`src/hdl/pmra_pkg.sv`:
```
// shared types and codes for the page map run allocator
package pmra_pkg;

  localparam int PAGE_W = 12;
  localparam int LEN_W  = 13;
  localparam int CFG_W  = 13;

  typedef logic [1:0] owner_t;
  typedef logic [2:0] req_t;
  typedef logic [1:0] status_t;

  localparam owner_t OWN_FREE   = 2'd0;
  localparam owner_t OWN_KERNEL = 2'd1;
  localparam owner_t OWN_USER   = 2'd2;
  localparam owner_t OWN_BAD    = 2'd3;

  localparam req_t REQ_ALLOC     = 3'd0;
  localparam req_t REQ_FREE      = 3'd1;
  localparam req_t REQ_FIND_LOW  = 3'd2;
  localparam req_t REQ_FIND_HIGH = 3'd3;
  localparam req_t REQ_MARK      = 3'd4;

  localparam status_t ST_DONE   = 2'd0;
  localparam status_t ST_NONE   = 2'd1;
  localparam status_t ST_DENIED = 2'd2;

  localparam logic [CFG_W-1:0] PAGES_RESET = 13'd4096;

  typedef struct packed {
    status_t             status;
    logic [PAGE_W-1:0]   page;
  } result_t;

endpackage

```
`src/hdl/pmra_seq.sv`:
```
// request sequencer: clearing pass, page scans and read-modify-write of the store
module pmra_seq #(
  parameter int MAX_PAGES = 4096,
  parameter int AW = 12,
  parameter int EW = 13
) (
  input  logic                               clk,
  input  logic                               rst,
  input  logic                               in_valid,
  output logic                               in_stall,
  input  pmra_pkg::req_t                     req_type,
  input  logic [pmra_pkg::LEN_W-1:0]         run_length,
  input  logic [pmra_pkg::PAGE_W-1:0]        page_number,
  input  logic                               requester_is_kernel,
  input  pmra_pkg::owner_t                   mark_owner,
  input  logic [pmra_pkg::CFG_W-1:0]         pages_in_use,
  input  logic                               done_ready,
  output logic                               res_push,
  output pmra_pkg::result_t                  res,
  output logic [AW-1:0]                      rd_addr,
  input  pmra_pkg::owner_t                   rd_data,
  output logic                               wr_en,
  output logic [AW-1:0]                      wr_addr,
  output pmra_pkg::owner_t                   wr_data
);

  localparam logic [2:0] S_CLEAR    = 3'd0;
  localparam logic [2:0] S_IDLE     = 3'd1;
  localparam logic [2:0] S_SCAN     = 3'd2;
  localparam logic [2:0] S_WRITE    = 3'd3;
  localparam logic [2:0] S_FREE_RD  = 3'd4;
  localparam logic [2:0] S_FREE_CHK = 3'd5;
  localparam logic [2:0] S_MARK     = 3'd6;
  localparam logic [2:0] S_RESULT   = 3'd7;

  localparam logic [EW-1:0] MAX_E  = EW'(MAX_PAGES);
  localparam logic [EW-1:0] LAST_E = EW'(MAX_PAGES - 1);
  localparam logic [EW-1:0] ONE_E  = EW'(1);
  localparam logic [EW-1:0] TWO_E  = EW'(2);

  logic [2:0]                     state, state_next;
  logic [EW-1:0]                  iss_addr, iss_addr_next;
  logic                           iss_live, iss_live_next;
  logic                           pend, pend_next;
  logic [EW-1:0]                  dat_addr, dat_addr_next;
  logic [pmra_pkg::LEN_W-1:0]     count, count_next;
  logic [EW-1:0]                  top_page, top_page_next;
  pmra_pkg::req_t                 req, req_next;
  logic [pmra_pkg::LEN_W-1:0]     len, len_next;
  logic [EW-1:0]                  pg, pg_next;
  logic                           kern, kern_next;
  pmra_pkg::owner_t               own, own_next;
  logic [EW-1:0]                  peff, peff_next;
  pmra_pkg::result_t              res_next;

  logic [EW-1:0]                  cfg_ext;
  logic [EW-1:0]                  peff_c;
  logic [EW-1:0]                  pg_in;
  logic                           down;
  logic [EW-1:0]                  last;
  logic                           is_free;

  assign cfg_ext  = EW'(pages_in_use);
  assign peff_c   = (cfg_ext > MAX_E) ? MAX_E : cfg_ext;
  assign pg_in    = EW'(page_number);
  assign down     = (req != pmra_pkg::REQ_FIND_LOW);
  assign last     = down ? ONE_E : (peff - ONE_E);
  assign is_free  = (rd_data == pmra_pkg::OWN_FREE);
  assign in_stall = (state != S_IDLE);

  always_comb begin
    state_next    = state;
    iss_addr_next = iss_addr;
    iss_live_next = iss_live;
    pend_next     = pend;
    dat_addr_next = dat_addr;
    count_next    = count;
    top_page_next = top_page;
    req_next      = req;
    len_next      = len;
    pg_next       = pg;
    kern_next     = kern;
    own_next      = own;
    peff_next     = peff;
    res_next      = res;
    res_push      = 1'b0;
    rd_addr       = iss_addr[AW-1:0];
    wr_en         = 1'b0;
    wr_addr       = iss_addr[AW-1:0];
    wr_data       = pmra_pkg::OWN_FREE;

    case (state)
      S_CLEAR: begin
        wr_en = 1'b1;
        if (iss_addr == LAST_E) begin
          state_next    = S_IDLE;
          iss_addr_next = '0;
        end else begin
          iss_addr_next = iss_addr + ONE_E;
        end
      end

      S_IDLE: begin
        if (in_valid) begin
          req_next      = req_type;
          len_next      = run_length;
          pg_next       = pg_in;
          kern_next     = requester_is_kernel;
          own_next      = mark_owner;
          peff_next     = peff_c;
          count_next    = '0;
          pend_next     = 1'b0;
          iss_live_next = 1'b1;
          res_next      = '{status: pmra_pkg::ST_DONE, page: '0};
          state_next    = S_RESULT;
          case (req_type)
            pmra_pkg::REQ_ALLOC: begin
              if (run_length != '0 && peff_c >= TWO_E) begin
                state_next    = S_SCAN;
                iss_addr_next = peff_c - ONE_E;
              end else begin
                res_next.status = pmra_pkg::ST_NONE;
              end
            end
            pmra_pkg::REQ_FIND_HIGH: begin
              if (peff_c >= TWO_E) begin
                state_next    = S_SCAN;
                iss_addr_next = peff_c - ONE_E;
              end else begin
                res_next.status = pmra_pkg::ST_NONE;
              end
            end
            pmra_pkg::REQ_FIND_LOW: begin
              if (peff_c >= TWO_E) begin
                state_next    = S_SCAN;
                iss_addr_next = ONE_E;
              end else begin
                res_next.status = pmra_pkg::ST_NONE;
              end
            end
            pmra_pkg::REQ_FREE: begin
              if (pg_in < MAX_E) begin
                state_next = S_FREE_RD;
              end
            end
            pmra_pkg::REQ_MARK: begin
              if (pg_in < MAX_E && mark_owner != pmra_pkg::OWN_BAD) begin
                state_next = S_MARK;
              end
            end
            default: begin
              state_next = S_RESULT;
            end
          endcase
        end
      end

      S_SCAN: begin
        // issue one read a cycle, evaluate the page read in the cycle before
        pend_next     = iss_live;
        dat_addr_next = iss_addr;
        if (iss_live) begin
          iss_live_next = (iss_addr != last);
          iss_addr_next = down ? (iss_addr - ONE_E) : (iss_addr + ONE_E);
        end
        if (pend) begin
          if (req == pmra_pkg::REQ_ALLOC) begin
            if (is_free) begin
              if ((count + 1'b1) == len) begin
                state_next    = S_WRITE;
                iss_addr_next = dat_addr;
                top_page_next = dat_addr + EW'(len) - ONE_E;
              end else begin
                count_next = count + 1'b1;
              end
            end else begin
              count_next = '0;
            end
            if (!(is_free && (count + 1'b1) == len) && dat_addr == last) begin
              res_next   = '{status: pmra_pkg::ST_NONE, page: '0};
              state_next = S_RESULT;
            end
          end else begin
            if (is_free) begin
              res_next   = '{status: pmra_pkg::ST_DONE,
                             page: dat_addr[pmra_pkg::PAGE_W-1:0]};
              state_next = S_RESULT;
            end else if (dat_addr == last) begin
              res_next   = '{status: pmra_pkg::ST_NONE, page: '0};
              state_next = S_RESULT;
            end
          end
        end
      end

      S_WRITE: begin
        wr_en   = 1'b1;
        wr_data = kern ? pmra_pkg::OWN_KERNEL : pmra_pkg::OWN_USER;
        if (iss_addr == top_page) begin
          res_next   = '{status: pmra_pkg::ST_DONE,
                         page: top_page[pmra_pkg::PAGE_W-1:0]};
          state_next = S_RESULT;
        end else begin
          iss_addr_next = iss_addr + ONE_E;
        end
      end

      S_FREE_RD: begin
        rd_addr    = pg[AW-1:0];
        state_next = S_FREE_CHK;
      end

      S_FREE_CHK: begin
        if (rd_data == pmra_pkg::OWN_KERNEL && !kern) begin
          res_next.status = pmra_pkg::ST_DENIED;
        end else begin
          wr_en   = 1'b1;
          wr_addr = pg[AW-1:0];
          wr_data = pmra_pkg::OWN_FREE;
        end
        state_next = S_RESULT;
      end

      S_MARK: begin
        wr_en      = 1'b1;
        wr_addr    = pg[AW-1:0];
        wr_data    = own;
        state_next = S_RESULT;
      end

      S_RESULT: begin
        if (done_ready) begin
          res_push   = 1'b1;
          state_next = S_IDLE;
        end
      end

      default: begin
        state_next = S_IDLE;
      end
    endcase
  end

  always_ff @(posedge clk) begin
    if (rst) begin
      state    <= S_CLEAR;
      iss_addr <= '0;
      iss_live <= 1'b0;
      pend     <= 1'b0;
    end else begin
      state    <= state_next;
      iss_addr <= iss_addr_next;
      iss_live <= iss_live_next;
      pend     <= pend_next;
    end
  end

  always_ff @(posedge clk) begin
    dat_addr <= dat_addr_next;
    count    <= count_next;
    top_page <= top_page_next;
    req      <= req_next;
    len      <= len_next;
    pg       <= pg_next;
    kern     <= kern_next;
    own      <= own_next;
    peff     <= peff_next;
    res      <= res_next;
  end

  a_push_ready: assert property (@(posedge clk) disable iff (rst)
    res_push |-> done_ready)
    else $error("result pushed while output slot busy");

  a_write_range: assert property (@(posedge clk) disable iff (rst)
    (state == S_WRITE) |-> (iss_addr <= top_page && top_page < peff))
    else $error("run write outside found run");

  a_run_count: assert property (@(posedge clk) disable iff (rst)
    (state == S_SCAN && req == pmra_pkg::REQ_ALLOC) |-> (count < len))
    else $error("run count reached length without allocation");

  a_scan_range: assert property (@(posedge clk) disable iff (rst)
    (state == S_SCAN && pend) |-> (dat_addr >= ONE_E && dat_addr < peff))
    else $error("scan read outside managed pages");

endmodule
```
`config.mk`:
```
export PLATFORM = sky130hd
export DESIGN_NAME = pmra_seq
export DESIGN_NICKNAME = d
export VERILOG_FILES = /design/src/hdl/pmra_pkg.sv /design/src/hdl/pmra_seq.sv
export SDC_FILE = /design/constraint.sdc
export NUM_CORES = 1
export LEC_CHECK = 0
export BUFFER_PORTS_ARGS = -buffer_cell sky130_fd_sc_hd__buf_2
export CORE_MARGIN = 2
export CORE_UTILIZATION = 40
export CTS_BUF_LIST = sky130_fd_sc_hd__clkbuf_4 sky130_fd_sc_hd__clkbuf_8 sky130_fd_sc_hd__clkbuf_16
export CTS_CLUSTER_DIAMETER = 30
export CTS_CLUSTER_SIZE = 25
export DETAILED_ROUTE_END_ITERATION = 8
export GPL_ROUTABILITY_DRIVEN = 1
export PLACE_DENSITY = 0.7
export SETUP_SLACK_MARGIN = 0.05
export SLEW_MARGIN = 20
export SYNTH_ARGS = -nofsm -noshare
export SYNTH_HDL_FRONTEND = slang
export SYNTH_SLANG_ARGS = --single-unit
```
`constraint.sdc`:
```
create_clock -name clk -period 6 [get_ports clk]
set_clock_uncertainty 0.1 [all_clocks]
set_input_delay 0.6 -clock clk [delete_from_list [all_inputs] [get_ports clk]]
set_output_delay 0.6 -clock clk [all_outputs]
set_load 0.01 [all_outputs]
```
* Word-level counts from Yosys, hierarchy flattened *
Cells that the tools add are included.

cells by class
  bitwise logic cells = 0
  reduce and logical (&&, ||, !) cells = 27
  add/subtract/negate cells = 7
  div/mod/pow operators = 0
  magnitude comparators = 3
  muxes and demuxes = 66
  shift-type cells = 0
  equality and inequality tests = 37
  $mul = 0

operators with widths
  operator                                                                              count
  13-bit two-way mux                                                                    19
  14-bit two-way mux                                                                    7
  13-bit one-hot mux with 4 select lines                                                1
  13-bit by 1-bit subtractor with 13-bit output, second input constant                  4
  13-bit equality test                                                                  3
  3-bit two-way mux                                                                     13
  13-bit one-hot mux with 3 select lines                                                1
  12-bit one-hot mux with 3 select lines                                                1
  13-bit by 1-bit adder with 13-bit output, second input constant                       2
  13-bit one-hot mux with 2 select lines                                                1
  12-bit two-way mux                                                                    2
  12-bit one-hot mux with 2 select lines                                                1
  3-bit one-hot mux with 7 select lines                                                 1
  2-bit != test, second input constant                                                  9
  3-bit equality test, second input constant                                            5
  3-bit != test, second input constant                                                  5
  7-bit AND reduction                                                                   2
  13-bit adder                                                                          1
  13-bit by 12-bit equality test with 1-bit output, second input constant               1
  13-bit by 2-bit greater-or-equal comparator with 1-bit output, second input constant  1
  13-bit > comparator, second input constant                                            1
  12-bit by 13-bit less-than comparator with 1-bit output, second input constant        1
  13-bit != test                                                                        1
  13-bit nonzero test                                                                   1
  other kinds (26)                                                                      56

word-level totals
  memories = 0
  bits in writable memories = 0
  flip-flop bits (word level) = 115
  output and inout port bits = 43
  memory bits (read-only) = 0
  input bits = 50
  bits in latches = 0

* Depth between registers and ports, before layout *
  word-level depth = 9
  mapped depth = 14

* Least setup slack after synthesis *
Ideal clock, no wire load.

  path kind = register to register
  start = register peff[0]
  end = register res[0] (netlist bit), enable pin
  period minus slack after synthesis = 4.335 ns
  slack = 1.665 ns
  path buffers = 1
  stages on the path, launching flop included = 12
  arrival time = 3.823 ns
  cell sequence = edfxtp_1 inv_1 ha_1 or4b_1 buf_2 or4_1 and3_1 nor4_4 nand2_1 nor4_2 a211oi_1 nor4_1

between the ends
  cells in the longest elaborated chain, start to end = 6
  elaborated cells on any way between the ends = 7

ends and longest elaborated chain
  what                                               RTL line                          source
  start, declared                                    pmra_seq.sv:53                    logic [EW-1:0] peff, peff_next;
  start signal, assigned                             pmra_seq.sv:267                   peff <= peff_next;
  13-bit by 1-bit subtractor with 13-bit output (*)  pmra_seq.sv:67                    assign last = down ? ONE_E : (peff - ONE_E);
  13-bit two-way mux (*)                             pmra_seq.sv:67
  13-bit equality test (*)                           pmra_seq.sv:179, pmra_seq.sv:188
  1-bit logical AND                                  pmra_seq.sv:179                   if (!(is_free && (count + 1'b1) == len) && dat_addr == last) begin
  3-bit != test (no line)                            n/a
  6-bit AND reduction (no line) (*)                  n/a
  end signal, assigned                               pmra_seq.sv:268                   res <= res_next;
  end, declared                                      pmra_seq.sv:19                    output pmra_pkg::result_t res,

Mark *: on every way between the ends. The rest lies on a longest branch, timed or not.
A chain may end at the register's enable or synchronous reset.

* Worst setup path after layout *
  start = register peff[0]
  end = register res[13] (netlist bit), enable pin

between the ends
  cells in the longest elaborated chain, start to end = 6
  elaborated cells on any way between the ends = 7

ends and longest elaborated chain
  what                                               RTL line
  13-bit by 1-bit subtractor with 13-bit output (*)  pmra_seq.sv:67
  13-bit two-way mux (*)                             pmra_seq.sv:67
  13-bit equality test (*)                           pmra_seq.sv:179, pmra_seq.sv:188
  1-bit logical AND                                  pmra_seq.sv:179
  3-bit != test (no line)                            n/a
  7-bit AND reduction (no line) (*)                  n/a

Marks and branches as above.

==> impl_metrics.py <==
metrics = {
    "status": {
        "status": "finished clean",
    },
    "sta": {
        "final_min_period_over_clock_period_pct": 69.54,
        "finalMaxSlewViolations": 0,
        "rsz0062_at_grt": "no",
        "setup_viol": 0,
        "fmax_mhz": 239.7,
        "tightest_slew_ps": 1032,
        "maxSlewHeadroom_pct": 30.84,
        "fin_tns_setup_ps": 0,
        "min_period_ps": 4173,
        "final_hold_viol_count": 0,
    },
    "routing": {
        "wl_per_cell_um": 19.27,
        "routed_wl_um": 23960,
        "drtAntennaViolNets": 0,
        "drt-initial-drc-count": 835,
        "vias": 7319,
        "dr.pass1.iters": 6,
        "drcViolationCount": 0,
        "vias_per_cell": 5.888,
    },
    "global_routing": {
        "gr-total-overflow": 0,
        "grt_pass1_wl_um": 37610,
        "grt_pass1_vias": 6815,
        "grtUsageTotal_pct": 22.37,
        "grt_max_degree": 29,
        "grt_antenna_before_repair": 0,
    },
    "worst_setup_path": {
        "worst-setup-path-type": "flip-flop to flip-flop",
        "crit_chain": "inv_1, ha_1, or4b_1, a311oi_1, nor2_1, nor4_1, nand4_1, nor4_2, a211oi_1, nor4_1",
        "crit_fanout": 11,
        "cp_data_arrival_time_ps": 4140,
        "crit_path_top_delay_cell": "or4b_1",
        "startpoint_type": "flip-flop",
        "cp_common_cell": "nor4_1",
        "required_ps": 5970,
        "end_kind": "flip-flop",
        "crit_path_max_incr_delay_ps": 650,
        "critPathBufInv": 1,
        "cp_top_family": "simple AND/OR/NAND/NOR gates",
    },
    "clock_network": {
        "clock_sinks": 115,
        "clock_path_buffers": 2,
        "clk_latency_ps": 430,
        "cts_made_buffers": 17,
        "cts_hold_buf": 0,
        "postCtsSetupBuffers": 0,
        "cts_tree": "done",
        "cts_max_level": 4,
        "clk_pin_slew_ps": 60,
        "cts_resized": 0,
        "cts_root_buf": "clkbuf_16",
    },
    "yosys": {
        "yosysUniqueCellTypes": 78,
        "synth-seq-area-share_pct": 39.70,
        "synthFlopType": "edfxtp_1",
        "synth_area_leaders": "edfxtp_1 35%, xnor2_1 5.8%, ha_1 4.4%",
        "async_flop_share_pct": 0,
        "netlist_area_um2": 8244,
        "ys_ff_latch": 115,
        "synth_edf_count": 97,
        "ys_warn_count": 0,
        "yosys.area.top_type_share_pct": 35.33,
        "avgSynthCellArea_um2": 9.232,
        "synth.most_common_cell": "edfxtp_1",
        "syn_inst": 893,
        "synth_top_cell_by_area": "edfxtp_1",
        "syn_nets": 973,
        "ys_top_cells_by_count": "97 x edfxtp_1, 76 x inv_1, 71 x nor2_1, 65 x nand2_1, 55 x xnor2_1",
    },
    "floorplan": {
        "rows": 52,
        "ioPinCount": 93,
        "die_x_um": 147.6,
        "die_area_um2": 21780,
        "die_height_um": 147.6,
        "start_util_pct": 40.74,
        "core_area_um2": 20230,
    },
    "power_and_ir_drop": {
        "leakagePower_nw": 3.653,
        "power_frac_seq_pct": 35.4,
        "swShare_pct": 35.20,
        "clkPwrFrac_pct": 33.2,
        "p_per_area_nw_per_um2": 353.0,
        "peakVddDrop_v": 0.0002465,
        "power.internal_mw": 2.184,
        "switching_power_mw": 1.186,
        "combPwrFrac_pct": 31.4,
    },
    "finish": {
        "layout.nets": 1039,
        "final_util_pct": 47.18,
        "drive_gt1_share_pct": 17.70,
        "syn_to_final_growth_pct": 15.80,
    },
    "worst_hold_path": {
        "min_path_type": "input port to flip-flop",
    },
    "placement": {
        "dp_hpwl_um": 17680,
        "io_buffers": 92,
        "gp_congestion": 0.9408,
    },
    "flow_run": {
        "cap_violations": 0,
    },
}
worst reg2reg max path: stages (launching register included):
cell and delay [ps]:
edfxtp_1 480, inv_1 130, ha_1 230, or4b_1 650, a311oi_1 440, nor2_1 70
nor4_1 320, nand4_1 160, nor4_2 520, a211oi_1 200, nor4_1 520
logic make-up (layout without fill, tap and decap cells):
logic type / after synthesis / count (layout) / synth area share [%]
multiplexers: 31 / 31 / 4.098
AO/OA/AOI/OAI: 184 / 184 / 15.39
AND/OR/NAND/NOR: 311 / 311 / 19.90
flip-flops: 115 / 115 / 39.70
other: 0 / 1 / 0
adder cells (fa/ha/maj): 30 / 30 / 4.644
buffers and inverters: 130 / 209 / 6.162
XOR/XNOR: 92 / 92 / 10.11
cells in the final DEF, fill, tap and decap left out, types with 4 or more instances in the layout:
cell type	netlist	final
a211oi_1	11	11
a21oi_1	29	29
a22o_1	13	13
a31oi_1	9	9
and2_1	5	5
and3_1	12	12
buf_2	4	92
buf_4	2	8
bufinv_16	0	5
clkbuf_16	0	17
clkinv_1	1	4
dfxtp_1	18	18
edfxtp_1	97	97
ha_1	29	29
inv_1	76	76
mux2_2	22	22
mux2i_1	9	9
nand2_1	65	65
nand2b_1	10	10
nand3_1	20	20
nand4_1	20	20
nor2_1	71	70
nor2b_1	9	9
nor3_1	27	26
nor3b_1	6	5
nor4_1	28	27
nor4b_1	4	4
o211ai_1	10	10
o21ai_0	42	42
o22ai_1	9	9
o311ai_0	6	6
o31ai_1	7	7
o32ai_1	5	5
or2_2	4	4
or3_1	7	7
or4_1	7	7
xnor2_1	55	55
xor2_1	35	35
routing by layer:
layer / part of all wire (%) / GRT usage, %
met3: 8.5 / 4.228
met2: 44 / 33.56
met5: 0 / 0
met4: 3.9 / 11.11
met1: 44 / 31.00
power groups by stage:
stage / combinational, mW / clock (mW) / sequential, mW
final: 1.06 / 1.12 / 1.19
after CTS: 1.05 / 1.13 / 1.19
after detailed placement: 1.03 / 0 / 1.20
after floorplan: 0.817 / 0 / 1.08
after global routing: 1.16 / 1.16 / 1.20
after global placement: 1.03 / 0 / 1.20
worst paths after layout:
check | startpoint | endpoint | slack [ps] | cells after the start
max | peff[0] | res[13] | 1830 | 10
min | page_number[5] | pg[5] | 240 | 1
max reg2reg | peff[0] | res[13] | 1830 | 10
min reg2reg | pend | pend | 440 | 2
sequential cells by signal, indices dropped and copies added (netlist names):
| signal | flops |
|---|---|
| state | 3 |
| kern | 1 |
| iss_live | 1 |
| req | 3 |
| pend | 1 |
| pg | 12 |
| peff | 13 |
| iss_addr | 13 |
| count | 13 |
| dat_addr | 13 |
| res | 14 |
| own | 2 |
| len | 13 |
| top_page | 13 |
layout make-up:
type,instances,area (um^2)
clock buffer,17,425.4
clock inverter,15,211.5
antenna,1,2.502
fill,1894,10690
inverter,77,289.0
timing repair buffer,100,520.5
tap,270,337.8
multi-input combinational,648,4487
sequential,115,3273
stage by stage:
step           total power [mW]  hold WS [ps]  cell area, um^2  setup WS [ps]  instances
6_report                  3.370         238.6             9547           1827       1243
5_1_grt                   3.523         233.5             9544           1485       1242
4_1_cts                   3.359         226.3             9544           1875       1242
3_5_place_dp              2.234         420.1             8907           1888       1210
3_3_place_gp              2.224         415.4             8907           2104       1210
2_1_floorplan             1.896         306.4             8244           1665        893
(Power assumes the default switching activity.)
